--- src/sv/kaltf_pkg.sv ---
// Shared types and constants of the Kalman tilt filter block.
// Used by the controller, the datapath, the arithmetic units and the top level.
`default_nettype none

package kaltf_pkg;

    localparam int WORD_WIDTH_DEF = 32;
    localparam int FRAC_BITS      = 28;
    localparam int MUL_DIGIT      = 16;
    localparam int CFG_DATA_W     = 31;
    localparam int CFG_INDEX_W    = 2;
    localparam int PERIOD_W       = 29;
    localparam int COV_ONE        = 1 << FRAC_BITS;

    localparam logic [30:0] ANGLE_NOISE_RST   = 31'd268435;
    localparam logic [30:0] BIAS_NOISE_RST    = 31'd805306;
    localparam logic [30:0] MEASURE_NOISE_RST = 31'd134217728;
    localparam logic [28:0] SAMPLE_PERIOD_RST = 29'd1342177;

    typedef enum logic [CFG_INDEX_W-1:0] {
        CFG_ANGLE_NOISE   = 2'd0,
        CFG_BIAS_NOISE    = 2'd1,
        CFG_MEASURE_NOISE = 2'd2,
        CFG_SAMPLE_PERIOD = 2'd3
    } cfg_index_t;

    typedef enum logic [3:0] {
        OP_PRED,
        OP_P00,
        OP_P01,
        OP_P11,
        OP_K0,
        OP_K1,
        OP_C00,
        OP_C01,
        OP_C10,
        OP_C11,
        OP_CB,
        OP_CA
    } op_t;

    typedef enum logic [3:0] {
        ST_IDLE,
        ST_PRED,
        ST_P00,
        ST_P01,
        ST_P11,
        ST_K0,
        ST_K1,
        ST_C00,
        ST_C01,
        ST_C10,
        ST_C11,
        ST_CB,
        ST_CA,
        ST_EMIT
    } state_t;

    typedef struct packed {
        op_t  op;
        logic start;
        logic zero_gain;
        logic load;
        logic emit;
    } cmd_t;

    typedef struct packed {
        logic done;
        logic var_pos;
        logic out_free;
    } status_t;

endpackage

`default_nettype wire

--- src/sv/kaltf_mul.sv ---
// Shared fractional multiplier: 16 bits of one operand per cycle, then rounding.
// Depends on kaltf_pkg for the digit width and the fraction bits.
`default_nettype none

module kaltf_mul #(
    parameter int WORD_WIDTH = kaltf_pkg::WORD_WIDTH_DEF
) (
    input  wire                               clk,
    input  wire                               rst_n,
    input  wire                               start,
    input  wire signed [((WORD_WIDTH > 32) ? WORD_WIDTH : 32):0] op_a,
    input  wire signed [((WORD_WIDTH > 32) ? WORD_WIDTH : 32):0] op_b,
    output logic                              done,
    output logic signed [WORD_WIDTH-1:0]      result
);

    localparam int W    = WORD_WIDTH;
    localparam int MAGW = (W > 32) ? W : 32;
    localparam int DIG  = kaltf_pkg::MUL_DIGIT;
    localparam int NDIG = (MAGW + DIG - 1) / DIG;
    localparam int BW   = NDIG * DIG;
    localparam int PW   = MAGW + BW;
    localparam int F    = kaltf_pkg::FRAC_BITS;
    localparam int RW   = PW + 1 - F;
    localparam int CNTW = $clog2(NDIG + 1);

    localparam logic [PW:0]   HALF = {{(PW + 1 - F){1'b0}}, 1'b1, {(F - 1){1'b0}}};
    localparam logic [RW-1:0] RMAX = RW'({(W - 1){1'b1}});
    localparam logic [RW-1:0] RLIM = RMAX + RW'(1);
    localparam logic [W-1:0]  MAXW = {1'b0, {(W - 1){1'b1}}};
    localparam logic [W-1:0]  MINW = {1'b1, {(W - 1){1'b0}}};

    logic [MAGW-1:0]     a_mag_reg, a_mag_next;
    logic [BW-1:0]       b_reg, b_next;
    logic [PW-1:0]       acc_reg, acc_next;
    logic [CNTW-1:0]     cnt_reg, cnt_next;
    logic                busy_reg, busy_next;
    logic                neg_reg, neg_next;
    logic                done_reg, done_next;
    logic [W-1:0]        res_reg, res_next;
    logic [MAGW+DIG-1:0] pp;
    logic [PW:0]         rnd;
    logic [RW-1:0]       r_val;
    logic [MAGW-1:0]     a_in_mag, b_in_mag;

    assign a_in_mag = op_a[MAGW] ? MAGW'(-op_a) : MAGW'(op_a);
    assign b_in_mag = op_b[MAGW] ? MAGW'(-op_b) : MAGW'(op_b);
    assign pp    = {{DIG{1'b0}}, a_mag_reg} * {{MAGW{1'b0}}, b_reg[BW-1 -: DIG]};
    assign rnd   = {1'b0, acc_reg} + HALF;
    assign r_val = rnd[PW:F];

    always_comb
    begin
        a_mag_next = a_mag_reg;
        b_next     = b_reg;
        acc_next   = acc_reg;
        cnt_next   = cnt_reg;
        busy_next  = busy_reg;
        neg_next   = neg_reg;
        done_next  = 1'b0;
        res_next   = res_reg;
        if (start)
        begin
            a_mag_next = a_in_mag;
            b_next     = BW'(b_in_mag);
            acc_next   = '0;
            cnt_next   = CNTW'(NDIG);
            busy_next  = 1'b1;
            neg_next   = op_a[MAGW] ^ op_b[MAGW];
        end
        else if (busy_reg && (cnt_reg != '0))
        begin
            acc_next = (acc_reg << DIG) + PW'(pp);
            b_next   = b_reg << DIG;
            cnt_next = cnt_reg - CNTW'(1);
        end
        else if (busy_reg)
        begin
            busy_next = 1'b0;
            done_next = 1'b1;
            if (neg_reg)
            begin
                res_next = (r_val > RLIM) ? MINW : -r_val[W-1:0];
            end
            else
            begin
                res_next = (r_val > RMAX) ? MAXW : r_val[W-1:0];
            end
        end
    end

    always_ff @(posedge clk or negedge rst_n)
    begin
        if (!rst_n)
        begin
            busy_reg <= 1'b0;
            done_reg <= 1'b0;
            cnt_reg  <= '0;
        end
        else
        begin
            busy_reg <= busy_next;
            done_reg <= done_next;
            cnt_reg  <= cnt_next;
        end
    end

    always_ff @(posedge clk)
    begin
        a_mag_reg <= a_mag_next;
        b_reg     <= b_next;
        acc_reg   <= acc_next;
        neg_reg   <= neg_next;
        res_reg   <= res_next;
    end

    assign done   = done_reg;
    assign result = $signed(res_reg);

endmodule

`default_nettype wire

--- src/sv/kaltf_div.sv ---
// Restoring divider for the gains: one quotient bit per cycle, saturated result.
// Depends on kaltf_pkg for the fraction bits.
`default_nettype none

module kaltf_div #(
    parameter int WORD_WIDTH = kaltf_pkg::WORD_WIDTH_DEF
) (
    input  wire                          clk,
    input  wire                          rst_n,
    input  wire                          start,
    input  wire signed [WORD_WIDTH-1:0]  num,
    input  wire signed [WORD_WIDTH-1:0]  den,
    output logic                         done,
    output logic signed [WORD_WIDTH-1:0] result
);

    localparam int W    = WORD_WIDTH;
    localparam int F    = kaltf_pkg::FRAC_BITS;
    localparam int NW   = W + F;
    localparam int CNTW = $clog2(NW + 1);

    localparam logic [W-1:0] MAXW = {1'b0, {(W - 1){1'b1}}};
    localparam logic [W-1:0] MINW = {1'b1, {(W - 1){1'b0}}};

    logic [NW-1:0]   dvd_reg, dvd_next;
    logic [W-1:0]    den_reg, den_next;
    logic [W:0]      rem_reg, rem_next;
    logic [W-1:0]    q_reg, q_next;
    logic            ovf_reg, ovf_next;
    logic            neg_reg, neg_next;
    logic            busy_reg, busy_next;
    logic            done_reg, done_next;
    logic [CNTW-1:0] cnt_reg, cnt_next;
    logic [W-1:0]    res_reg, res_next;
    logic [W:0]      rem_sh;
    logic            ge;
    logic [W-1:0]    num_mag;
    logic            big;

    assign num_mag = num[W-1] ? -num : num;
    assign rem_sh  = {rem_reg[W-1:0], dvd_reg[NW-1]};
    assign ge      = rem_sh >= {1'b0, den_reg};
    assign big     = ovf_reg | q_reg[W-1];

    always_comb
    begin
        dvd_next  = dvd_reg;
        den_next  = den_reg;
        rem_next  = rem_reg;
        q_next    = q_reg;
        ovf_next  = ovf_reg;
        neg_next  = neg_reg;
        busy_next = busy_reg;
        cnt_next  = cnt_reg;
        done_next = 1'b0;
        res_next  = res_reg;
        if (start)
        begin
            dvd_next  = {num_mag, {F{1'b0}}};
            den_next  = den;
            rem_next  = '0;
            q_next    = '0;
            ovf_next  = 1'b0;
            neg_next  = num[W-1];
            busy_next = 1'b1;
            cnt_next  = CNTW'(NW);
        end
        else if (busy_reg && (cnt_reg != '0))
        begin
            rem_next = ge ? (rem_sh - {1'b0, den_reg}) : rem_sh;
            dvd_next = dvd_reg << 1;
            q_next   = {q_reg[W-2:0], ge};
            ovf_next = ovf_reg | q_reg[W-1];
            cnt_next = cnt_reg - CNTW'(1);
        end
        else if (busy_reg)
        begin
            busy_next = 1'b0;
            done_next = 1'b1;
            if (neg_reg)
            begin
                res_next = big ? MINW : -q_reg;
            end
            else
            begin
                res_next = big ? MAXW : q_reg;
            end
        end
    end

    always_ff @(posedge clk or negedge rst_n)
    begin
        if (!rst_n)
        begin
            busy_reg <= 1'b0;
            done_reg <= 1'b0;
            cnt_reg  <= '0;
        end
        else
        begin
            busy_reg <= busy_next;
            done_reg <= done_next;
            cnt_reg  <= cnt_next;
        end
    end

    always_ff @(posedge clk)
    begin
        dvd_reg <= dvd_next;
        den_reg <= den_next;
        rem_reg <= rem_next;
        q_reg   <= q_next;
        ovf_reg <= ovf_next;
        neg_reg <= neg_next;
        res_reg <= res_next;
    end

    assign done   = done_reg;
    assign result = $signed(res_reg);

endmodule

`default_nettype wire

--- src/sv/kaltf_datapath.sv ---
// Datapath of the tilt filter: settings, filter state, operand selection, write-back.
// Depends on kaltf_pkg, kaltf_mul and kaltf_div.
`default_nettype none

module kaltf_datapath #(
    parameter int WORD_WIDTH = kaltf_pkg::WORD_WIDTH_DEF
) (
    input  wire                                     clk,
    input  wire                                     rst_n,
    input  kaltf_pkg::cmd_t                         cmd,
    output kaltf_pkg::status_t                      status,
    input  wire                                     cfg_we,
    input  wire [kaltf_pkg::CFG_INDEX_W-1:0]        cfg_index,
    input  wire [kaltf_pkg::CFG_DATA_W-1:0]         cfg_data,
    input  wire signed [31:0]                       accel_angle,
    input  wire signed [31:0]                       gyro_rate,
    input  wire                                     out_stall,
    output logic                                    out_valid,
    output logic signed [31:0]                      angle_estimate,
    output logic signed [31:0]                      rate_estimate
);

    localparam int W    = WORD_WIDTH;
    localparam int MAGW = (W > 32) ? W : 32;
    localparam int OPW  = MAGW + 1;
    localparam int EW   = MAGW + 3;
    localparam int CW   = (W > 30) ? W : 30;

    localparam logic signed [EW-1:0] WMAX = {{(EW - W + 1){1'b0}}, {(W - 1){1'b1}}};
    localparam logic signed [EW-1:0] WMIN = {{(EW - W + 1){1'b1}}, {(W - 1){1'b0}}};
    localparam logic signed [EW-1:0] MAX32 = {{(EW - 31){1'b0}}, {31{1'b1}}};
    localparam logic signed [EW-1:0] MIN32 = {{(EW - 31){1'b1}}, {31{1'b0}}};

    function automatic logic signed [W-1:0] sat_w(input logic signed [EW-1:0] x);
        logic signed [EW-1:0] y;
        y = (x > WMAX) ? WMAX : ((x < WMIN) ? WMIN : x);
        return y[W-1:0];
    endfunction

    function automatic logic signed [31:0] sat_32(input logic signed [EW-1:0] x);
        logic signed [EW-1:0] y;
        y = (x > MAX32) ? MAX32 : ((x < MIN32) ? MIN32 : x);
        return y[31:0];
    endfunction

    logic [30:0] an_reg, an_next, bn_reg, bn_next, mn_reg, mn_next;
    logic [kaltf_pkg::PERIOD_W-1:0] dt_reg, dt_next;

    logic signed [W-1:0]  angle_reg, angle_next, bias_reg, bias_next;
    logic signed [CW-1:0] paa_reg, paa_next, pab_reg, pab_next;
    logic signed [CW-1:0] pba_reg, pba_next, pbb_reg, pbb_next;
    logic signed [W-1:0]  p00_reg, p00_next, p01_reg, p01_next;
    logic signed [W-1:0]  p10_reg, p10_next, p11_reg, p11_next;
    logic signed [W-1:0]  k0_reg, k0_next, k1_reg, k1_next;
    logic signed [31:0]   acc_reg, acc_next, gyr_reg, gyr_next;
    logic                 ov_reg, ov_next;
    logic signed [31:0]   oa_reg, oa_next, orate_reg, orate_next;

    logic signed [EW-1:0] e_an, e_bn, e_mn;
    logic signed [W-1:0]  var_w, err_w;
    logic signed [OPW-1:0] mul_a, mul_b, e_dt;
    logic signed [W-1:0]  div_num;
    logic                 mul_start, div_start, mul_done, div_done, is_div, unit_done;
    logic signed [W-1:0]  mul_res, div_res;
    logic signed [EW-1:0] e_m;

    assign e_an  = EW'($signed({1'b0, an_reg}));
    assign e_bn  = EW'($signed({1'b0, bn_reg}));
    assign e_mn  = EW'($signed({1'b0, mn_reg}));
    assign e_dt  = OPW'($signed({1'b0, dt_reg}));
    assign e_m   = EW'(mul_res);
    assign var_w = sat_w(e_mn + EW'(p00_reg));
    assign err_w = sat_w(EW'(acc_reg) - EW'(angle_reg));

    assign is_div    = (cmd.op == kaltf_pkg::OP_K0) || (cmd.op == kaltf_pkg::OP_K1);
    assign mul_start = cmd.start && !is_div;
    assign div_start = cmd.start && is_div;
    assign unit_done = mul_done | div_done;

    // Operand selection for the step the controller is running.
    always_comb
    begin
        mul_a   = OPW'(k0_reg);
        mul_b   = e_dt;
        div_num = p00_reg;
        unique case (cmd.op)
            kaltf_pkg::OP_PRED:
            begin
                mul_a = OPW'(sat_w(EW'(gyr_reg) - EW'(bias_reg)));
            end
            kaltf_pkg::OP_P00:
            begin
                mul_a = OPW'(sat_w(e_an - EW'(pab_reg) - EW'(pba_reg)));
            end
            kaltf_pkg::OP_P01: mul_a = OPW'(pbb_reg);
            kaltf_pkg::OP_P11: mul_a = OPW'(e_bn);
            kaltf_pkg::OP_K0:  div_num = p00_reg;
            kaltf_pkg::OP_K1:  div_num = p10_reg;
            kaltf_pkg::OP_C00:
            begin
                mul_a = OPW'(k0_reg);
                mul_b = OPW'(p00_reg);
            end
            kaltf_pkg::OP_C01:
            begin
                mul_a = OPW'(k0_reg);
                mul_b = OPW'(p01_reg);
            end
            kaltf_pkg::OP_C10:
            begin
                mul_a = OPW'(k1_reg);
                mul_b = OPW'(p00_reg);
            end
            kaltf_pkg::OP_C11:
            begin
                mul_a = OPW'(k1_reg);
                mul_b = OPW'(p01_reg);
            end
            kaltf_pkg::OP_CB:
            begin
                mul_a = OPW'(k1_reg);
                mul_b = OPW'(err_w);
            end
            kaltf_pkg::OP_CA:
            begin
                mul_a = OPW'(k0_reg);
                mul_b = OPW'(err_w);
            end
            default:
            begin
                mul_a = OPW'(k0_reg);
            end
        endcase
    end

    // Write-back of unit results, input capture, gain clearing, settings and output register.
    always_comb
    begin
        an_next    = an_reg;
        bn_next    = bn_reg;
        mn_next    = mn_reg;
        dt_next    = dt_reg;
        angle_next = angle_reg;
        bias_next  = bias_reg;
        paa_next   = paa_reg;
        pab_next   = pab_reg;
        pba_next   = pba_reg;
        pbb_next   = pbb_reg;
        p00_next   = p00_reg;
        p01_next   = p01_reg;
        p10_next   = p10_reg;
        p11_next   = p11_reg;
        k0_next    = k0_reg;
        k1_next    = k1_reg;
        acc_next   = acc_reg;
        gyr_next   = gyr_reg;
        oa_next    = oa_reg;
        orate_next = orate_reg;
        ov_next    = ov_reg && out_stall;

        if (cfg_we)
        begin
            unique case (kaltf_pkg::cfg_index_t'(cfg_index))
                kaltf_pkg::CFG_ANGLE_NOISE:   an_next = cfg_data;
                kaltf_pkg::CFG_BIAS_NOISE:    bn_next = cfg_data;
                kaltf_pkg::CFG_MEASURE_NOISE: mn_next = cfg_data;
                kaltf_pkg::CFG_SAMPLE_PERIOD: dt_next = cfg_data[kaltf_pkg::PERIOD_W-1:0];
                default:                      an_next = an_reg;
            endcase
        end

        if (cmd.load)
        begin
            acc_next = accel_angle;
            gyr_next = gyro_rate;
        end

        if (cmd.zero_gain)
        begin
            k0_next = '0;
            k1_next = '0;
        end

        if (unit_done)
        begin
            unique case (cmd.op)
                kaltf_pkg::OP_PRED: angle_next = sat_w(EW'(angle_reg) + e_m);
                kaltf_pkg::OP_P00:  p00_next = sat_w(EW'(paa_reg) + e_m);
                kaltf_pkg::OP_P01:
                begin
                    p01_next = sat_w(EW'(pab_reg) - e_m);
                    p10_next = sat_w(EW'(pba_reg) - e_m);
                end
                kaltf_pkg::OP_P11:  p11_next = sat_w(EW'(pbb_reg) + e_m);
                kaltf_pkg::OP_K0:   k0_next = div_res;
                kaltf_pkg::OP_K1:   k1_next = div_res;
                kaltf_pkg::OP_C00:  paa_next = CW'(sat_w(EW'(p00_reg) - e_m));
                kaltf_pkg::OP_C01:  pab_next = CW'(sat_w(EW'(p01_reg) - e_m));
                kaltf_pkg::OP_C10:  pba_next = CW'(sat_w(EW'(p10_reg) - e_m));
                kaltf_pkg::OP_C11:  pbb_next = CW'(sat_w(EW'(p11_reg) - e_m));
                kaltf_pkg::OP_CB:   bias_next = sat_w(EW'(bias_reg) + e_m);
                kaltf_pkg::OP_CA:   angle_next = sat_w(EW'(angle_reg) + e_m);
                default:            angle_next = angle_reg;
            endcase
        end

        if (cmd.emit)
        begin
            ov_next    = 1'b1;
            oa_next    = sat_32(EW'(angle_reg));
            orate_next = sat_32(EW'(gyr_reg) - EW'(bias_reg));
        end
    end

    always_ff @(posedge clk or negedge rst_n)
    begin
        if (!rst_n)
        begin
            an_reg    <= kaltf_pkg::ANGLE_NOISE_RST;
            bn_reg    <= kaltf_pkg::BIAS_NOISE_RST;
            mn_reg    <= kaltf_pkg::MEASURE_NOISE_RST;
            dt_reg    <= kaltf_pkg::SAMPLE_PERIOD_RST;
            angle_reg <= '0;
            bias_reg  <= '0;
            paa_reg   <= CW'(kaltf_pkg::COV_ONE);
            pab_reg   <= '0;
            pba_reg   <= '0;
            pbb_reg   <= CW'(kaltf_pkg::COV_ONE);
            ov_reg    <= 1'b0;
        end
        else
        begin
            an_reg    <= an_next;
            bn_reg    <= bn_next;
            mn_reg    <= mn_next;
            dt_reg    <= dt_next;
            angle_reg <= angle_next;
            bias_reg  <= bias_next;
            paa_reg   <= paa_next;
            pab_reg   <= pab_next;
            pba_reg   <= pba_next;
            pbb_reg   <= pbb_next;
            ov_reg    <= ov_next;
        end
    end

    always_ff @(posedge clk)
    begin
        p00_reg   <= p00_next;
        p01_reg   <= p01_next;
        p10_reg   <= p10_next;
        p11_reg   <= p11_next;
        k0_reg    <= k0_next;
        k1_reg    <= k1_next;
        acc_reg   <= acc_next;
        gyr_reg   <= gyr_next;
        oa_reg    <= oa_next;
        orate_reg <= orate_next;
    end

    kaltf_mul #(
        .WORD_WIDTH(W)
    ) u_mul (
        .clk    (clk),
        .rst_n  (rst_n),
        .start  (mul_start),
        .op_a   (mul_a),
        .op_b   (mul_b),
        .done   (mul_done),
        .result (mul_res)
    );

    kaltf_div #(
        .WORD_WIDTH(W)
    ) u_div (
        .clk    (clk),
        .rst_n  (rst_n),
        .start  (div_start),
        .num    (div_num),
        .den    (var_w),
        .done   (div_done),
        .result (div_res)
    );

    assign status.done     = unit_done;
    assign status.var_pos  = !var_w[W-1] && (var_w != '0);
    assign status.out_free = !ov_reg || !out_stall;

    assign out_valid      = ov_reg;
    assign angle_estimate = oa_reg;
    assign rate_estimate  = orate_reg;

endmodule

`default_nettype wire

--- src/sv/kaltf_ctrl.sv ---
// Sequencer of the tilt filter: walks predict, gain and correction steps.
// Depends on kaltf_pkg for the state, step and command types.
`default_nettype none

module kaltf_ctrl (
    input  wire                clk,
    input  wire                rst_n,
    input  wire                in_valid,
    output logic               in_stall,
    input  kaltf_pkg::status_t status,
    output kaltf_pkg::cmd_t    cmd
);

    kaltf_pkg::state_t state_reg, state_next;
    logic              start_reg, start_next;

    always_comb
    begin
        state_next = state_reg;
        unique case (state_reg)
            kaltf_pkg::ST_IDLE: if (in_valid) state_next = kaltf_pkg::ST_PRED;
            kaltf_pkg::ST_PRED: if (status.done) state_next = kaltf_pkg::ST_P00;
            kaltf_pkg::ST_P00:  if (status.done) state_next = kaltf_pkg::ST_P01;
            kaltf_pkg::ST_P01:  if (status.done) state_next = kaltf_pkg::ST_P11;
            kaltf_pkg::ST_P11:
            begin
                if (status.done)
                begin
                    state_next = status.var_pos ? kaltf_pkg::ST_K0 : kaltf_pkg::ST_C00;
                end
            end
            kaltf_pkg::ST_K0:   if (status.done) state_next = kaltf_pkg::ST_K1;
            kaltf_pkg::ST_K1:   if (status.done) state_next = kaltf_pkg::ST_C00;
            kaltf_pkg::ST_C00:  if (status.done) state_next = kaltf_pkg::ST_C01;
            kaltf_pkg::ST_C01:  if (status.done) state_next = kaltf_pkg::ST_C10;
            kaltf_pkg::ST_C10:  if (status.done) state_next = kaltf_pkg::ST_C11;
            kaltf_pkg::ST_C11:  if (status.done) state_next = kaltf_pkg::ST_CB;
            kaltf_pkg::ST_CB:   if (status.done) state_next = kaltf_pkg::ST_CA;
            kaltf_pkg::ST_CA:   if (status.done) state_next = kaltf_pkg::ST_EMIT;
            kaltf_pkg::ST_EMIT: if (status.out_free) state_next = kaltf_pkg::ST_IDLE;
            default:            state_next = kaltf_pkg::ST_IDLE;
        endcase
        start_next = (state_next != state_reg) &&
                     (state_next != kaltf_pkg::ST_IDLE) &&
                     (state_next != kaltf_pkg::ST_EMIT);
    end

    always_comb
    begin
        cmd.op        = kaltf_pkg::OP_PRED;
        cmd.start     = start_reg;
        cmd.zero_gain = 1'b0;
        cmd.load      = 1'b0;
        cmd.emit      = 1'b0;
        in_stall      = 1'b1;
        unique case (state_reg)
            kaltf_pkg::ST_IDLE:
            begin
                in_stall = 1'b0;
                cmd.load = in_valid;
            end
            kaltf_pkg::ST_PRED: cmd.op = kaltf_pkg::OP_PRED;
            kaltf_pkg::ST_P00:  cmd.op = kaltf_pkg::OP_P00;
            kaltf_pkg::ST_P01:  cmd.op = kaltf_pkg::OP_P01;
            kaltf_pkg::ST_P11:
            begin
                cmd.op        = kaltf_pkg::OP_P11;
                cmd.zero_gain = status.done && !status.var_pos;
            end
            kaltf_pkg::ST_K0:   cmd.op = kaltf_pkg::OP_K0;
            kaltf_pkg::ST_K1:   cmd.op = kaltf_pkg::OP_K1;
            kaltf_pkg::ST_C00:  cmd.op = kaltf_pkg::OP_C00;
            kaltf_pkg::ST_C01:  cmd.op = kaltf_pkg::OP_C01;
            kaltf_pkg::ST_C10:  cmd.op = kaltf_pkg::OP_C10;
            kaltf_pkg::ST_C11:  cmd.op = kaltf_pkg::OP_C11;
            kaltf_pkg::ST_CB:   cmd.op = kaltf_pkg::OP_CB;
            kaltf_pkg::ST_CA:   cmd.op = kaltf_pkg::OP_CA;
            kaltf_pkg::ST_EMIT: cmd.emit = status.out_free;
            default:            cmd.op = kaltf_pkg::OP_PRED;
        endcase
    end

    always_ff @(posedge clk or negedge rst_n)
    begin
        if (!rst_n)
        begin
            state_reg <= kaltf_pkg::ST_IDLE;
            start_reg <= 1'b0;
        end
        else
        begin
            state_reg <= state_next;
            start_reg <= start_next;
        end
    end

endmodule

`default_nettype wire

--- src/sv/kalman_tilt_angle_fusion.sv ---
// Top level of the two-state Kalman tilt filter (angle and gyro bias).
// Depends on kaltf_pkg, kaltf_ctrl and kaltf_datapath.
//
// Usage: each input item carries an accelerometer tilt angle and a gyro rate,
// both signed Q16.16, and is taken when in_valid is high and in_stall is low.
// Each item yields exactly one result item on the output channel: the fused
// angle and the gyro rate minus the estimated bias, both signed Q16.16.
// The noise settings and the sample period (Q1.28) are written through the
// cfg_we / cfg_index / cfg_data port, one register per cycle, while idle.
// Sequencing: one item at a time. Between accepting an item and emitting
// its result, the sequencer runs ten fractional multiplies on one shared
// multiplier and two gain divisions on a bit-serial divider; when the
// innovation variance is not positive the divisions are skipped.
// Reset: the settings return to their defaults, angle and bias to zero and
// the covariance to the identity; no result is pending.
// Stall: the result waits in an output register while out_stall is high; a new
// item is taken meanwhile, and the sequencer holds only at the final step.
`default_nettype none

module kalman_tilt_angle_fusion #(
    parameter int WORD_WIDTH = kaltf_pkg::WORD_WIDTH_DEF
) (
    input  wire                               clk,
    input  wire                               rst_n,
    input  wire                               cfg_we,
    input  wire [kaltf_pkg::CFG_INDEX_W-1:0]  cfg_index,
    input  wire [kaltf_pkg::CFG_DATA_W-1:0]   cfg_data,
    input  wire                               in_valid,
    output logic                              in_stall,
    input  wire signed [31:0]                 accel_angle,
    input  wire signed [31:0]                 gyro_rate,
    output logic                              out_valid,
    input  wire                               out_stall,
    output logic signed [31:0]                angle_estimate,
    output logic signed [31:0]                rate_estimate
);

    // Commands go from the sequencer to the datapath; status flows back.
    kaltf_pkg::cmd_t    cmd;
    kaltf_pkg::status_t status;

    kaltf_ctrl u_ctrl (
        .clk      (clk),
        .rst_n    (rst_n),
        .in_valid (in_valid),
        .in_stall (in_stall),
        .status   (status),
        .cmd      (cmd)
    );

    // The datapath holds the settings, the filter state and both arithmetic
    // units, and owns the output register.
    kaltf_datapath #(
        .WORD_WIDTH(WORD_WIDTH)
    ) u_dp (
        .clk            (clk),
        .rst_n          (rst_n),
        .cmd            (cmd),
        .status         (status),
        .cfg_we         (cfg_we),
        .cfg_index      (cfg_index),
        .cfg_data       (cfg_data),
        .accel_angle    (accel_angle),
        .gyro_rate      (gyro_rate),
        .out_stall      (out_stall),
        .out_valid      (out_valid),
        .angle_estimate (angle_estimate),
        .rate_estimate  (rate_estimate)
    );

endmodule

`default_nettype wire

--- config.mk ---
export PLATFORM = sky130hd
export DESIGN_NAME = kalman_tilt_angle_fusion
export DESIGN_NICKNAME = d
export VERILOG_FILES = /design/src/sv/kaltf_pkg.sv /design/src/sv/kaltf_mul.sv /design/src/sv/kaltf_div.sv /design/src/sv/kaltf_datapath.sv /design/src/sv/kaltf_ctrl.sv /design/src/sv/kalman_tilt_angle_fusion.sv
export SDC_FILE = /design/constraint.sdc
export NUM_CORES = 2
export LEC_CHECK = 0
export BUFFER_PORTS_ARGS = -buffer_cell sky130_fd_sc_hd__buf_2
export CAP_MARGIN = 20
export CORE_MARGIN = 5
export CORE_UTILIZATION = 50
export DETAILED_ROUTE_END_ITERATION = 10
export PLACE_DENSITY = 0.66
export SYNTH_ARGS = -nofsm -noshare
export SYNTH_HDL_FRONTEND = slang
export SYNTH_SLANG_ARGS = --single-unit
export TNS_END_PERCENT = 1
--- constraint.sdc ---
create_clock -name clk -period 9.3 [get_ports clk]
set_input_delay 0.465 -clock clk [delete_from_list [all_inputs] [get_ports clk]]
set_output_delay 0.465 -clock clk [all_outputs]
set_load 0.005 [all_outputs]
==> out/results.tsv <==
metric	value	unit
core	0.167	mm²
grt_use_total	34.4	%
grt_pass1_wl	452000	µm
yosys-top-cells-count	1149 x nand2_1, 942 x inv_1, 737 x a21oi_1, 629 x ha_1, 592 x o21ai_0	
fin_skew	0.0539	ns
rows	150	
hpwl	240000	µm
ctsHoldBuffers	66	
die_h	420	µm
clockBufferDepth	3	
antenna_found_initial	30	
timing.final.setup_violations	0	
first_pass_iters	8	
yosys_most_used_dff	edfxtp_1	
status	completed	
area_delta_synth_final	9.98	%
ys_ff_latch	975	
fin_nets	10701	
worst_setup_path_start_kind	register	
slew_headroom	19.2	%
min_period	8.15	ns
fin_crit_sh	87.7	%
rsz0062_at_grt	no	
gp_congestion	1.01	
synth_top_cell_area_share	16.1	%
netlist.top_cell.by_area	edfxtp_1	
yosysMostFrequentCell	nand2_1	
port_buffers	167	
cts_tree	built	
path_max_fanout	19	
drive_above_1_share	8.18	%
cts.sinks	975	
slew_viol_final	0	
syn-cell-area	0.0840	mm²
endpoint_kind	register	
pin_count	168	
synth_edf_count	450	
tightestPinTransition	1.21	ns
ys_warn_count	0	
clk_latency	0.80	ns
drc	0	
arrival	8.74	ns
worstHoldPathType	in2reg	
synthTopCellsByArea	edfxtp_1 16%, fa_1 12%, ha_1 9.4%, dfrtp_1 9.0%, nand2_1 5.1%	
synth.distinct_cells	103	
syn_avg_cell_area	8.98	µm²
cts_setup_buffers	0	
max-cap-violations	0	
vias_per_cell	6.12	
die_w	420	µm
path_clk_slew	0.07	ns
max_freq	123	MHz
cts_resized	0	
grt_overflow	0	
synthArstFlopShare	34.1	%
largest_register_ffs	64	
dr_total_vias	72147	
finalSetupTns	0	ns
hold_viol_final	0	
crit_type	reg2reg	
fp.dieArea	0.176	mm²
grt_pass1_vias	69635	
wl_per_cell	26.3	µm
cts_buffers	117	
antenna_left	0	
drtIter0Drc	7061	
htree_levels	3	
grt_start_max_net_pins	129	
cts_root_buf	clkbuf_16	
worstPathRequired	9.89	ns
syn_nets	10579	
synthCells	9353	
start_util	50.3	%
yosysSeqAreaShare	30.6	%
drt_wl_total	310000	µm
per-layer routing:
| metal | GRT usage (%) | wire length, µm |
|---|---|---|
| met5 | 0 | 92 |
| met2 | 53.3 | 137000 |
| met3 | 7.66 | 27500 |
| met4 | 20.6 | 22500 |
| met1 | 44.2 | 123000 |
kinds of logic after synthesis:
logic type                 synth area share (%)
muxes                                      2.08
buffers and inverters                      6.03
AOI/OAI and AO/OA                          18.6
adders and majority gates                  22.1
and+or+nand+nor                            14.3
DFF                                        30.6
xor gates and xnor gates                   6.31
critical path, cell delays in order, from the launching register on:
cell	delay (ns)
edfxtp_1	0.92
buf_4	0.38
nand2_1	0.10
fa_1	0.51
fa_1	0.52
inv_1	0.05
fa_1	0.46
fa_1	0.55
inv_1	0.06
fa_1	0.55
inv_1	0.07
fa_1	0.47
ha_1	0.37
a21o_1	0.20
a21o_1	0.17
a21oi_1	0.17
nor2b_1	0.07
o21a_1	0.16
o21ai_0	0.15
o21ai_0	0.19
a21oi_1	0.37
a31oi_1	0.29
a211oi_1	0.43
o21ai_0	0.33
nand3_1	0.19
xor2_1	0.15
a21oi_1	0.08
cells in the final DEF (no fill, tap or decap), types with 125 or more instances in the layout:
cell / Yosys / routed
nand2_1: 1149 / 1148
inv_1: 942 / 939
a21oi_1: 737 / 737
ha_1: 629 / 629
o21ai_0: 592 / 590
nor2_1: 539 / 531
fa_1: 495 / 495
edfxtp_1: 450 / 450
xnor2_1: 340 / 339
dfrtp_1: 301 / 301
a21o_1: 274 / 274
xor2_1: 265 / 265
dfxtp_1: 193 / 193
and2_1: 182 / 182
buf_2: 14 / 166
buf_4: 1 / 163
nand3_1: 132 / 131
mux2_2: 125 / 125
final cells by class:
cell class | count | area [µm²]
inverters | 942 | 3540
multi-input cells | 7039 | 53400
clock inverters | 69 | 907
repair buffers | 400 | 2820
diodes | 11 | 27.5
clock buffers | 155 | 3190
flip-flops and latches | 975 | 25700
fillers | 15209 | 74600
well taps | 2204 | 2760
final timing paths:
check                                         end  slack, ns                    from  cells after the start
max                        u_dp.u_mul.acc_reg[56]       1.15    u_dp.u_mul.b_reg[24]                     26
min in group asynchronous       u_dp.angle_reg[0]       0.29                   rst_n                      2
min                               u_dp.bn_reg[29]       0.12            cfg_data[29]                      2
min reg2reg                u_dp.u_mul.acc_reg[10]       0.46  u_dp.u_mul.acc_reg[10]                      2
max reg2reg                u_dp.u_mul.acc_reg[56]       1.15    u_dp.u_mul.b_reg[24]                     26
max in group asynchronous         u_dp.bn_reg[24]       6.58                   rst_n                      4
metrics by stage:
stage	setup slack, ns	hold WS [ns]	util [%]	area, µm²	cells
6_report	1.15	0.119	55.3	92400	11795
5_1_grt	0.706	0.0753	55.3	92400	11787
4_1_cts	1.19	0.0619	55.3	92300	11781
3_5_place_dp	1.25	0.450	52.4	87500	11491
3_3_place_gp	1.31	0.440	52.4	87500	11490
2_1_floorplan	1.76	0.169	-	84000	9353
Power is left out: the tool's default activity adds up to more than one toggle a clock period on the data nets, which glitch-free logic cannot reach.
